===== src/rtl/grid_density_normal_filter_defines.svh =====
// Assertion macros for the grid density and normal filter.
`ifndef GRID_DENSITY_NORMAL_FILTER_DEFINES_SVH
`define GRID_DENSITY_NORMAL_FILTER_DEFINES_SVH

`ifndef SYNTHESIS

// Same-cycle implication, sampled on clk, quiet during reset
`define GDNF_ASSERT_IMP(label, ante, cons, msg) \
	label: assert property (@(posedge clk) disable iff (!arst_n) (ante) |-> (cons)) \
		else $error(msg);

// Next-cycle implication, sampled on clk, quiet during reset
`define GDNF_ASSERT_NXT(label, ante, cons, msg) \
	label: assert property (@(posedge clk) disable iff (!arst_n) (ante) |=> (cons)) \
		else $error(msg);

`else

`define GDNF_ASSERT_IMP(label, ante, cons, msg)
`define GDNF_ASSERT_NXT(label, ante, cons, msg)

`endif

`endif


===== src/rtl/gdnf_pkg.sv =====
// Shared types and constants of the grid density and normal filter.
`default_nettype none

package gdnf_pkg;

	// Opcodes carried in s_tuser
	localparam logic [1:0] OP_ACCUM    = 2'd0;
	localparam logic [1:0] OP_CLASSIFY = 2'd1;
	localparam logic [1:0] OP_CLEAR    = 2'd2;

	// Configuration register indexes
	localparam int CFG_IDX_W = 3;
	localparam logic [CFG_IDX_W-1:0] REG_Y_ORIGIN  = 3'd0;
	localparam logic [CFG_IDX_W-1:0] REG_Z_ORIGIN  = 3'd1;
	localparam logic [CFG_IDX_W-1:0] REG_ROWS_USED = 3'd2;
	localparam logic [CFG_IDX_W-1:0] REG_COLS_USED = 3'd3;
	localparam logic [CFG_IDX_W-1:0] REG_MIN_COUNT = 3'd4;
	localparam logic [CFG_IDX_W-1:0] REG_MAX_MEAN  = 3'd5;

	// Register reset values
	localparam logic [8:0]  RST_ROWS_USED = 9'd256;
	localparam logic [8:0]  RST_COLS_USED = 9'd256;
	localparam logic [15:0] RST_MIN_COUNT = 16'd40;
	localparam logic [15:0] RST_MAX_MEAN  = 16'd16384;

	// Coordinate to cell scaling: (diff * 100) >> 16
	localparam int          PROD_W   = 39;
	localparam int          FRAC_W   = 16;
	localparam int          CELL_W   = PROD_W - FRAC_W;
	localparam logic [PROD_W-1:0] CM_SCALE = 39'd100;

	// Widths of one memory entry
	localparam int CNT_W   = 16;
	localparam int SUM_W   = 32;
	localparam int ENTRY_W = CNT_W + SUM_W;

	// Controller to datapath commands
	typedef struct packed {
		logic load_in;
		logic index_en;
		logic addr_en;
		logic rd_en;
		logic mul_en;
		logic clr_en;
		logic done_en;
	} gdnf_cmd_t;

	// Datapath to controller status
	typedef struct packed {
		logic [1:0] op;
		logic       oog;
		logic       clr_last;
		logic       out_free;
	} gdnf_sts_t;

endpackage

`default_nettype wire


===== src/rtl/gdnf_ctrl.sv =====
// Sequencing state machine of the grid density and normal filter.
`default_nettype none

module gdnf_ctrl
	import gdnf_pkg::*;
(
	input  wire logic      clk,
	input  wire logic      arst_n,
	input  wire logic      s_tvalid,
	output logic           s_tready,
	input  wire gdnf_sts_t sts,
	output gdnf_cmd_t      cmd
);

	typedef enum logic [2:0] {
		S_CLEAR,
		S_IDLE,
		S_INDEX,
		S_ADDR,
		S_READ,
		S_MULT,
		S_DONE
	} state_t;

	state_t state_q;
	logic   clr_op_q;   // sweep was asked for by a clear transaction

	// State register; the sweep after reset runs before the first transaction
	always_ff @(posedge clk or negedge arst_n) begin
		if (!arst_n) begin
			state_q  <= S_CLEAR;
			clr_op_q <= 1'b0;
		end else begin
			case (state_q)
				S_CLEAR: begin
					if (sts.clr_last) begin
						state_q  <= clr_op_q ? S_DONE : S_IDLE;
						clr_op_q <= 1'b0;
					end
				end
				S_IDLE: begin
					if (s_tvalid)
						state_q <= S_INDEX;
				end
				S_INDEX: begin
					case (sts.op)
						OP_CLEAR: begin
							state_q  <= S_CLEAR;
							clr_op_q <= 1'b1;
						end
						OP_ACCUM, OP_CLASSIFY: state_q <= S_ADDR;
						default:               state_q <= S_DONE;
					endcase
				end
				S_ADDR:  state_q <= S_READ;
				S_READ:  state_q <= sts.oog ? S_DONE : S_MULT;
				S_MULT:  state_q <= S_DONE;
				S_DONE: begin
					if (sts.out_free)
						state_q <= S_IDLE;
				end
				default: state_q <= S_IDLE;
			endcase
		end
	end

	// Command decode
	always_comb begin
		cmd          = '0;
		cmd.load_in  = (state_q == S_IDLE) && s_tvalid;
		cmd.index_en = (state_q == S_INDEX);
		cmd.addr_en  = (state_q == S_ADDR);
		cmd.rd_en    = (state_q == S_READ) && !sts.oog;
		cmd.mul_en   = (state_q == S_MULT);
		cmd.clr_en   = (state_q == S_CLEAR);
		cmd.done_en  = (state_q == S_DONE) && sts.out_free;
	end

	assign s_tready = (state_q == S_IDLE);

endmodule

`default_nettype wire


===== config.mk =====
export PLATFORM = sky130hd
export DESIGN_NAME = gdnf_ctrl
export DESIGN_NICKNAME = d
export VERILOG_FILES = /design/src/rtl/grid_density_normal_filter_defines.svh /design/src/rtl/gdnf_pkg.sv /design/src/rtl/gdnf_ctrl.sv
export SDC_FILE = /design/constraint.sdc
export NUM_CORES = 1
export LEC_CHECK = 0
export BUFFER_PORTS_ARGS = -buffer_cell sky130_fd_sc_hd__buf_2
export CORE_AREA = 2 2 39 41
export CTS_CLUSTER_SIZE = 28
export DETAILED_ROUTE_END_ITERATION = 8
export DIE_AREA = 0 0 41 43
export GPL_ROUTABILITY_DRIVEN = 0
export PLACE_DENSITY = 0.51
export SYNTH_ARGS = -nofsm -noshare
export SYNTH_HDL_FRONTEND = slang
export SYNTH_SLANG_ARGS = --single-unit

===== constraint.sdc =====
create_clock -name clk -period 1.6 [get_ports clk]
set_input_delay 0.08 -clock clk [delete_from_list [all_inputs] [get_ports clk]]
set_output_delay 0.08 -clock clk [all_outputs]
set_load 0.02 [all_outputs]

==> flow_summary_export.csv, run 1 <==
group,metric,value,unit
timing,drv_slew,0,
worst_setup_path,crit_family,"flip-flops",
detailed_routing,vias_per_cell,5.133,
worst_setup_path,max_stage_delay,0.58,ns
cells_and_area,syn_to_final_growth,25.83,%
global_routing,grt_pass1_wl,1.435,mm
timing,hold_viol,0,
floorplan,die_y,43,um
worst_setup_path,worstSetupEndpointType,"primary output",
cells_and_area,fin_nets,69,
floorplan,dieArea,1763,sq um
worst_setup_path,path_buf_inv,2,
timing,tightest_slew,0.4132,ns
cells_and_area,drive_gt1_share,40.68,%
pwr,power_per_cell_area,1939,nW/um^2
clocking,cts_inserted_buffers,3,
pwr,ir_drop,0.9838,mV
detailed_routing,drt_iter0_drc,4,
worst_setup_path,cp_slowest_cell,"dfrtp_1",
timing,max_slew_margin,72.45,%
min_path,hp-class,"in2reg",
clocking,clk_pin_slew,0.04,ns
clocking,cts-root-buf,"clkbuf_4",
placed_design,dpl_worst_slack,0.3325,ns
floorplan,rows,14,
timing,grt_setup_unrepaired,"false",
detailed_routing,wl_per_cell,11.87,um
worst_setup_path,crit_chain,"inv_1 -> nor3_1 -> buf_2",
cells_and_area,final_common_cell,"buf_2",
cells_and_area,final_cell_mix,"buf_2, nor2_1, inv_1",
floorplan,die_x,41,um
floorplan,coreArea,1384,sq um
synthesis,synthCells,43,
worst_setup_path,critPathLaunchType,"flop",
clocking,cts_tree,"built",
floorplan,start_util,27.31,%
synthesis,synth-seq-area-share,26.49,%
timing,fin_ws,0.1396,ns
synthesis,yosys_warnings,0,
clocking,ctsResizeCount,0,
worst_setup_path,worst_ep_arrival_time,1.38,ns
global_routing,antenna_found_initial,0,
clocking,clock-sinks,4,
synthesis,avgSynthCellArea,8.787,sq um
detailed_routing,drc,0,
detailed_routing,antenna_left,0,
global_routing,grt_pass1_vias,329,
global_routing,grt_usage,13.29,%
global_routing,grt_max_degree,13,
timing,fmax,684.7,MHz
timing,fin_crit,1.460,ns
detailed_routing,drt_pass1_iterations,4,
clocking,htreeDepth,1,
floorplan,num_io_pins,16,
timing,post-route-period-util,91.27,%
pwr,power.total,0.9218,mW
synthesis,ys_types,25,
timing,finalSetupTns,0,ns
clocking,clockBufferDepth,2,
detailed_routing,drt_wl_total,890,um
detailed_routing,vias,385,
synthesis,synthesis.area,377.9,sq um
status,outcome,"finished clean",
synthesis,synth_edf_count,0,
cells_and_area,final_core_util,34.36,%
synthesis,syn-num-nets,51,
placed_design,dpl.hpwl,682.1,um
placed_design,numPortBuffers,15,
timing,finClkSkew,0.002465,ns
worst_setup_path,critPathMaxFanout,12,
worst_setup_path,cp.required,1.52,ns
clocking,clk_latency,0.24,ns
run,drv_cap,0,
timing,whs,0.1369,ns
synthesis,async_flop_share,100.0,%
synthesis,ys.flop_type,"dfrtp_1",
pwr,p_leak,0.2434,nW
worst_setup_path,crit_type,"reg2out",
timing,setup_violations,0,
worst_setup_path,rrSetupSlack,0.33,ns
global_routing,grt_overflow_total,0,
cells_and_area,num_antenna_cells,0,
clocking,postCtsSetupBuffers,0,
synthesis,synth_seq_cells,4,
## registers in the layout (all words and copies together), names as in the netlist
name,flops
state_q,3
clr_op_q,1
## cells by family (layout without fill, tap and decap cells)
kind of cell	count (synthesis)	in the layout	synth area share, %
AOI/OAI and AO/OA	11	11	25.50
buffers and inverters	8	24	12.91
DFF	4	4	26.49
muxes	2	2	5.298
and+or+nand+nor	18	18	29.80
## layer usage
layer | part of all wire [%] | global-route usage [%] | up-vias | routed length (um)
li1 | - | - | 186 | -
met1 | 44 | 17.53 | 182 | 395
met2 | 45 | 14.06 | 14 | 403
met3 | 9.2 | 9.424 | 3 | 82
met4 | 1.0 | 10.00 | 0 | 9
met5 | 0 | 0 | - | 0
## worst paths after layout
| path | endpoint | startpoint | depth (start not counted) |
|---|---|---|---|
| min in group asynchronous | clr_op_q$_DFFE_PN0P_ | arst_n | 2 |
| worst max-delay path | s_tready | state_q[0]$_DFFE_PN0P_ | 3 |
| worst max register to register | state_q[1]$_DFFE_PN0P_ | state_q[0]$_DFFE_PN0P_ | 3 |
| max in group asynchronous | state_q[1]$_DFFE_PN0P_ | arst_n | 2 |
| worst min-delay path | state_q[0]$_DFFE_PN0P_ | sts[1] | 3 |
| worst min register to register | clr_op_q$_DFFE_PN0P_ | clr_op_q$_DFFE_PN0P_ | 1 |
## layout make-up
cell class                 instances  area (sq um)
inverter                           5         18.77
fill                             153         908.4
timing repair buffer              16         85.08
multi-input combinational         31         229.0
clock buffer                       3         22.52
sequential                         4         100.1
tap                               16         20.02
## through the flow
stage / cell area, sq um / cells
after global placement: 442.9 / 71
after floorplan: 377.9 / 43
after detailed placement: 442.9 / 71
final: 475.5 / 75
after CTS: 475.5 / 75
after global routing: 475.5 / 75
## cells in the mapped netlist, drive strengths merged (2+ instances only)
| library cell | instances | share of area, % |
|---|---|---|
| nor2 | 6 | 6.0 |
| inv | 5 | 5.0 |
| dfrtp | 4 | 26 |
| a21oi | 3 | 5.0 |
| buf | 3 | 7.9 |
| nor3 | 3 | 5.3 |
| a31oi | 2 | 3.3 |
| mux2i | 2 | 5.3 |
| nor3b | 2 | 6.6 |
## worst reg2reg max path, stage by stage (launching register included)
cell     delay [ns]
dfrtp_1        0.52
or2_1          0.30
o32ai_2        0.25
a21o_1         0.14
## timing repair
action,4_1_cts,5_1_grt
endpoints found under the setup margin,0,0
hold endpoints to repair,4,0
hold buffers,1,0
## power breakdown
part | leakage (nW) | internal [mW] | switching, mW
combinational | 0.184 | 0.233 | 0.268
clock | 0.0138 | 0.0841 | 0.0446
sequential | 0.0455 | 0.149 | 0.143
(Power assumes the default switching activity.)
==> run 2: changes to the inputs <==
CTS_BUF_LIST = sky130_fd_sc_hd__clkbuf_16   (was unset)
==> run 2 against run 1 <==
Fmax is 2.7% higher. Sequential power about the same. Die area is the same. Global-route usage decreased by 1.4 points. Critical endpoint unchanged. Cell count stayed put. Design area up 11%. First-iteration DRC count grew 130%. Critical path depth stayed put. Count of clock-buffer cells in the layout stayed put. Total power increased by 27%. Sequential share of layout area down 2.1 points.
==> flow_summary_export.csv, run 2 (synthesis results as in run 1) <==
group,metric,value,unit
clocking,clk_latency,0.22,ns
timing,hold_viol,0,
worst_setup_path,cp.required,1.52,ns
placed_design,numPortBuffers,15,
worst_setup_path,rrSetupSlack,0.33,ns
timing,setup_violations,0,
global_routing,grt_pass1_wl,1.407,mm
detailed_routing,drc,0,
detailed_routing,vias,376,
global_routing,gr-usage-met1,17.53,%
pwr,ir_drop,0.8961,mV
floorplan,coreArea,1384,sq um
clocking,htreeDepth,1,
min_path,hp-class,"in2reg",
timing,tightest_slew,0.3997,ns
run,drv_cap,0,
timing,post-route-period-util,88.84,%
detailed_routing,vias_per_cell,5.013,
min_path,hp-start,"sts[1]",
cells_and_area,top_register,"state_q",
worst_setup_path,critPathMaxFanout,12,
timing,drv_slew,0,
min_path,hold_end,"state_q[0]$_DFFE_PN0P_",
cells_and_area,fin_nets,69,
global_routing,grt_max_degree,13,
global_routing,top_usage_layer,"met1",
clocking,clk_pin_slew,0.03,ns
clocking,clockBufferDepth,2,
clocking,cts-root-buf,"clkbuf_16",
global_routing,grt_pass1_vias,331,
cells_and_area,final_cell_mix,"buf_2, nor2_1, inv_1",
worst_setup_path,r2r_cells,3,
clocking,clock-sinks,4,
detailed_routing,drt_iter0_drc,9,
timing,max_slew_margin,73.36,%
placed_design,dpl.hpwl,682.1,um
cells_and_area,layout.cells.non_filler,75,
timing,whs,0.1597,ns
floorplan,rows,14,
timing,finClkSkew,0.002162,ns
placed_design,dp.cells,71,
global_routing,grt_usage,11.88,%
global_routing,grt.met2_usage,14.37,%
cells_and_area,reg.largest.list,"state_q: 3 flops, clr_op_q: 1 flops",
pwr,power_per_cell_area,2221,nW/um^2
cells_and_area,num_antenna_cells,0,
clocking,postCtsHoldBufs,1,
cells_and_area,largest_reg_flops,3,
floorplan,num_io_pins,16,
floorplan,die_x,41,um
detailed_routing,antenna_left,0,
clocking,cts_tree,"built",
timing,finalSetupTns,0,ns
timing,grt_setup_unrepaired,"false",
pwr,p_leak,0.2665,nW
detailed_routing,drt_pass1_iterations,3,
worst_setup_path,worst_ep_arrival_time,1.34,ns
clocking,ctsResizeCount,0,
min_path,hold_depth,3,
global_routing,antenna_found_initial,0,
status,outcome,"finished clean",
timing,fmax,703.5,MHz
detailed_routing,drt_wl_total,859,um
floorplan,die_y,43,um
worst_setup_path,crit_type,"reg2out",
worst_setup_path,worstSetupEndpointType,"primary output",
clocking,postCtsSetupBuffers,0,
detailed_routing,wl_per_cell,11.45,um
worst_setup_path,r2r_start,"state_q[0]$_DFFE_PN0P_",
floorplan,dieArea,1763,sq um
clocking,cts_inserted_buffers,3,
cells_and_area,drive_gt1_share,40.68,%
cells_and_area,syn_to_final_growth,39.74,%
worst_setup_path,critPathLaunchType,"flop",
timing,fin_crit,1.421,ns
worst_setup_path,rr_endpoint,"state_q[1]$_DFFE_PN0P_",
global_routing,grt_use_met3,6.283,%
floorplan,start_util,27.31,%
cells_and_area,final_common_cell,"buf_2",
global_routing,grt_overflow_total,0,
==> run 2: final cells by class <==
class	count	area [sq um]
Fill cell	143	855.8
Multi-Input combinational cell	31	229.0
Sequential cell	4	100.1
Timing Repair Buffer	16	85.08
Clock buffer	3	75.07
Tap cell	16	20.02
Inverter	5	18.77
==> run 2: through the flow <==
stage / instance area [sq um] / utilization (%) / total power, mW / setup slack (ns)
after CTS: 528.0 / 38.16 / 1.185 / 0.1712
after floorplan: 377.9 / - / 0.7233 / 0.3682
after global routing: 528.0 / 38.16 / 1.259 / 0.05703
after detailed placement: 442.9 / 32.01 / 0.7944 / 0.3325
after global placement: 442.9 / 32.01 / 0.7990 / 0.3330
final: 528.0 / 38.16 / 1.173 / 0.1786
==> run 2: where the power goes <==
group / total, mW / switching (mW) / internal [mW]
Combinational: 0.501 / 0.268 / 0.233
Clock: 0.383 / 0.0639 / 0.319
Sequential: 0.289 / 0.140 / 0.150
==> run 2: how the worst max path moves through the flow <==
stage | start | end | slack, ns | cells after the start
floorplan | state_q[0]$_DFFE_PN0P_ | clr_op_q$_DFFE_PN0P_ | 0.37 | 4
global placement | state_q[0]$_DFFE_PN0P_ | state_q[1]$_DFFE_PN0P_ | 0.33 | 3
detailed placement | state_q[0]$_DFFE_PN0P_ | state_q[1]$_DFFE_PN0P_ | 0.33 | 3
CTS | state_q[0]$_DFFE_PN0P_ | s_tready | 0.17 | 3
global route | state_q[0]$_DFFE_PN0P_ | s_tready | 0.06 | 3
finish | state_q[0]$_DFFE_PN0P_ | s_tready | 0.18 | 3
==> run 2: routing by layer <==
metal | vias to the layer above | part of all wire, %
met3 | 0 | 7.3
met4 | 0 | 0
met2 | 10 | 43
met5 | - | 0
li1 | 186 | -
met1 | 180 | 50
==> run 2: critical path: stages (launching register included) <==
cell	delay [ns]
dfrtp_1	0.57
inv_1	0.17
nor3_1	0.19
buf_2	0.19
==> run 3: changes to the inputs <==
PLACE_DENSITY = 0.53   (was 0.51)
clock period = 1.3 ns   (was 1.6 ns; I/O delays follow)
==> run 3 against run 2 <==
Register-to-register slack got worse by 0.26 ns. Clock skew rose by 0.00077 ns. Count of clock-buffer cells in the layout did not move. Routed wire length rose by 21%. Global-route usage rose by 1.8 points. Design area rose by 20%. Clock power rose by 24%. Non-clock buffer count rose by 7. Via count rose by 10%. Total power rose by 52%. Sequential power rose by 10%. Critical path type unchanged.
==> flow_summary_export.csv, run 3 (synthesis results as in run 1) <==
group,metric,value,unit
global_routing,grt_pass1_wl,1.600,mm
run,drv_cap,0,
cells_and_area,largest_reg_flops,3,
timing,finClkSkew,0.002933,ns
floorplan,num_io_pins,16,
cells_and_area,final_core_util,45.93,%
timing,drv_slew,0,
detailed_routing,vias,414,
global_routing,grt_usage,13.68,%
min_path,hp-class,"in2reg",
cells_and_area,nFillCells,139,
timing,grt_setup_unrepaired,"true",
worst_setup_path,critPathLaunchType,"flop",
timing,tightest_slew,0.2404,ns
status,outcome,"finished clean",
clocking,cts_tree,"built",
global_routing,grt_pass1_vias,366,
global_routing,grt_overflow_total,0,
cells_and_area,fin_nets,76,
timing,max_slew_margin,83.88,%
detailed_routing,wl_per_cell,12.72,um
global_routing,grt_max_degree,13,
floorplan,die_x,41,um
clocking,cts-root-buf,"clkbuf_16",
floorplan,start_util,27.31,%
timing,hold_viol,0,
detailed_routing,drt_pass1_iterations,4,
placed_design,dpl.hpwl,702.3,um
worst_setup_path,worstSetupEndpointType,"primary output",
worst_setup_path,crit_type,"reg2out",
timing,post-route-period-util,97.96,%
timing,fin_crit,1.273,ns
cells_and_area,reg.largest.list,"state_q: 3 flops, clr_op_q: 1 flops",
detailed_routing,drc,0,
clocking,clock-sinks,4,
detailed_routing,drt_iter0_drc,13,
worst_setup_path,worst_ep_arrival_time,1.21,ns
detailed_routing,drt_wl_total,1.043,mm
clocking,cts_inserted_buffers,3,
worst_setup_path,cp.required,1.24,ns
floorplan,die_y,43,um
global_routing,antenna_found_initial,0,
detailed_routing,antenna_left,0,
placed_design,numPortBuffers,15,
cells_and_area,num_antenna_cells,0,
cells_and_area,syn_to_final_growth,68.21,%
pwr,ir_drop,1.003,mV
pwr,power_per_cell_area,2796,nW/um^2
clocking,clk_latency,0.22,ns
floorplan,rows,14,
timing,setup_violations,0,
worst_setup_path,critPathMaxFanout,8,
timing,fmax,785.2,MHz
clocking,clk_pin_slew,0.03,ns
floorplan,coreArea,1384,sq um
clocking,clockBufferDepth,2,
cells_and_area,final_common_cell,"buf_2",
cells_and_area,final_cell_mix,"buf_2, buf_4, inv_1, nor2_1",
timing,finalSetupTns,0,ns
detailed_routing,vias_per_cell,5.049,
floorplan,dieArea,1763,sq um
cells_and_area,top_register,"state_q",
cells_and_area,drive_gt1_share,60.61,%
pwr,p_leak,0.3092,nW
clocking,htreeDepth,1,
## run 3: changes by cell type in the layout (fill, tap and decap cells not counted)
cell | previous run | this run
buf_2 | 15 | 12
buf_4 | 0 | 7
buf_6 | 0 | 3
dfrtp_1 | 4 | 1
dfrtp_2 | 0 | 3
inv_1 | 5 | 4
inv_2 | 0 | 1
nand2b_1 | 1 | 0
nand2b_4 | 0 | 1
nor2_1 | 6 | 4
nor2_4 | 0 | 2
nor3_1 | 2 | 0
nor3_2 | 1 | 3
## run 3: cell type report
type                       count  area [sq um]  area share (%)
clock buffer                   3         75.07           11.81
inverter                       5         18.77           2.953
multi-input combinational     31         261.5           41.14
sequential                     4         103.9           16.34
tap                           16         20.02           3.150
timing repair buffer          23         156.4           24.61
## run 3: per-layer routing
| layer | global-route usage, % | part of all wire (%) | vias up |
|---|---|---|---|
| li1 | - | - | 201 |
| met1 | 18.45 | 44 | 195 |
| met2 | 18.44 | 49 | 18 |
| met3 | 5.759 | 7.2 | 0 |
| met4 | 6.000 | 0 | 0 |
| met5 | 0 | 0 | - |
## run 3: worst max-delay path, cell delays in order, from the launching register on
cell and delay [ns]:
dfrtp_2 0.45, buf_4 0.16, nor3b_2 0.19, buf_2 0.19
## run 3: through the flow
stage,std cells,setup slack (ns),instance area (sq um),hold slack (ns),total power [mW]
global placement,73,0.08485,457.9,-0.1255,1.021
floorplan,43,0.06822,377.9,-0.2306,0.8902
global route,82,-0.009481,635.6,0.1580,1.894
detailed placement,73,0.05706,457.9,-0.1249,1.023
CTS,77,0.005997,553.0,0.1408,1.533
finish,82,0.02652,635.6,0.1422,1.777
## run 3: report_power, final
| part | switching, mW | internal [mW] |
|---|---|---|
| sequential | 0.122 | 0.196 |
| combinational | 0.499 | 0.486 |
| clock | 0.0817 | 0.393 |
| total | 0.703 | 1.07 |
## run 3: what timing repair did
item                                    CTS  global route
resized for setup                         5            14
setup buffers                             0             5
pin swaps                                 0             1
hold endpoints to repair                  4             0
endpoints found under the setup margin    6             7
cloned                                    0             0
hold buffers                              1             0
## run 3: worst paths after layout
| check | from | to | slack (ns) | depth (start not counted) |
|---|---|---|---|---|
| setup / recovery | state_q[0]$_DFFE_PN0P_ | cmd[5] | 0.03 | 3 |
| hold / removal | sts[1] | state_q[0]$_DFFE_PN0P_ | 0.14 | 3 |
| setup reg to reg | state_q[1]$_DFFE_PN0P_ | state_q[1]$_DFFE_PN0P_ | 0.07 | 5 |
| hold reg to reg | clr_op_q$_DFFE_PN0P_ | clr_op_q$_DFFE_PN0P_ | 0.60 | 1 |
| max in group asynchronous | arst_n | state_q[2]$_DFFE_PN0P_ | 0.98 | 2 |
| min in group asynchronous | arst_n | state_q[0]$_DFFE_PN0P_ | 0.19 | 2 |
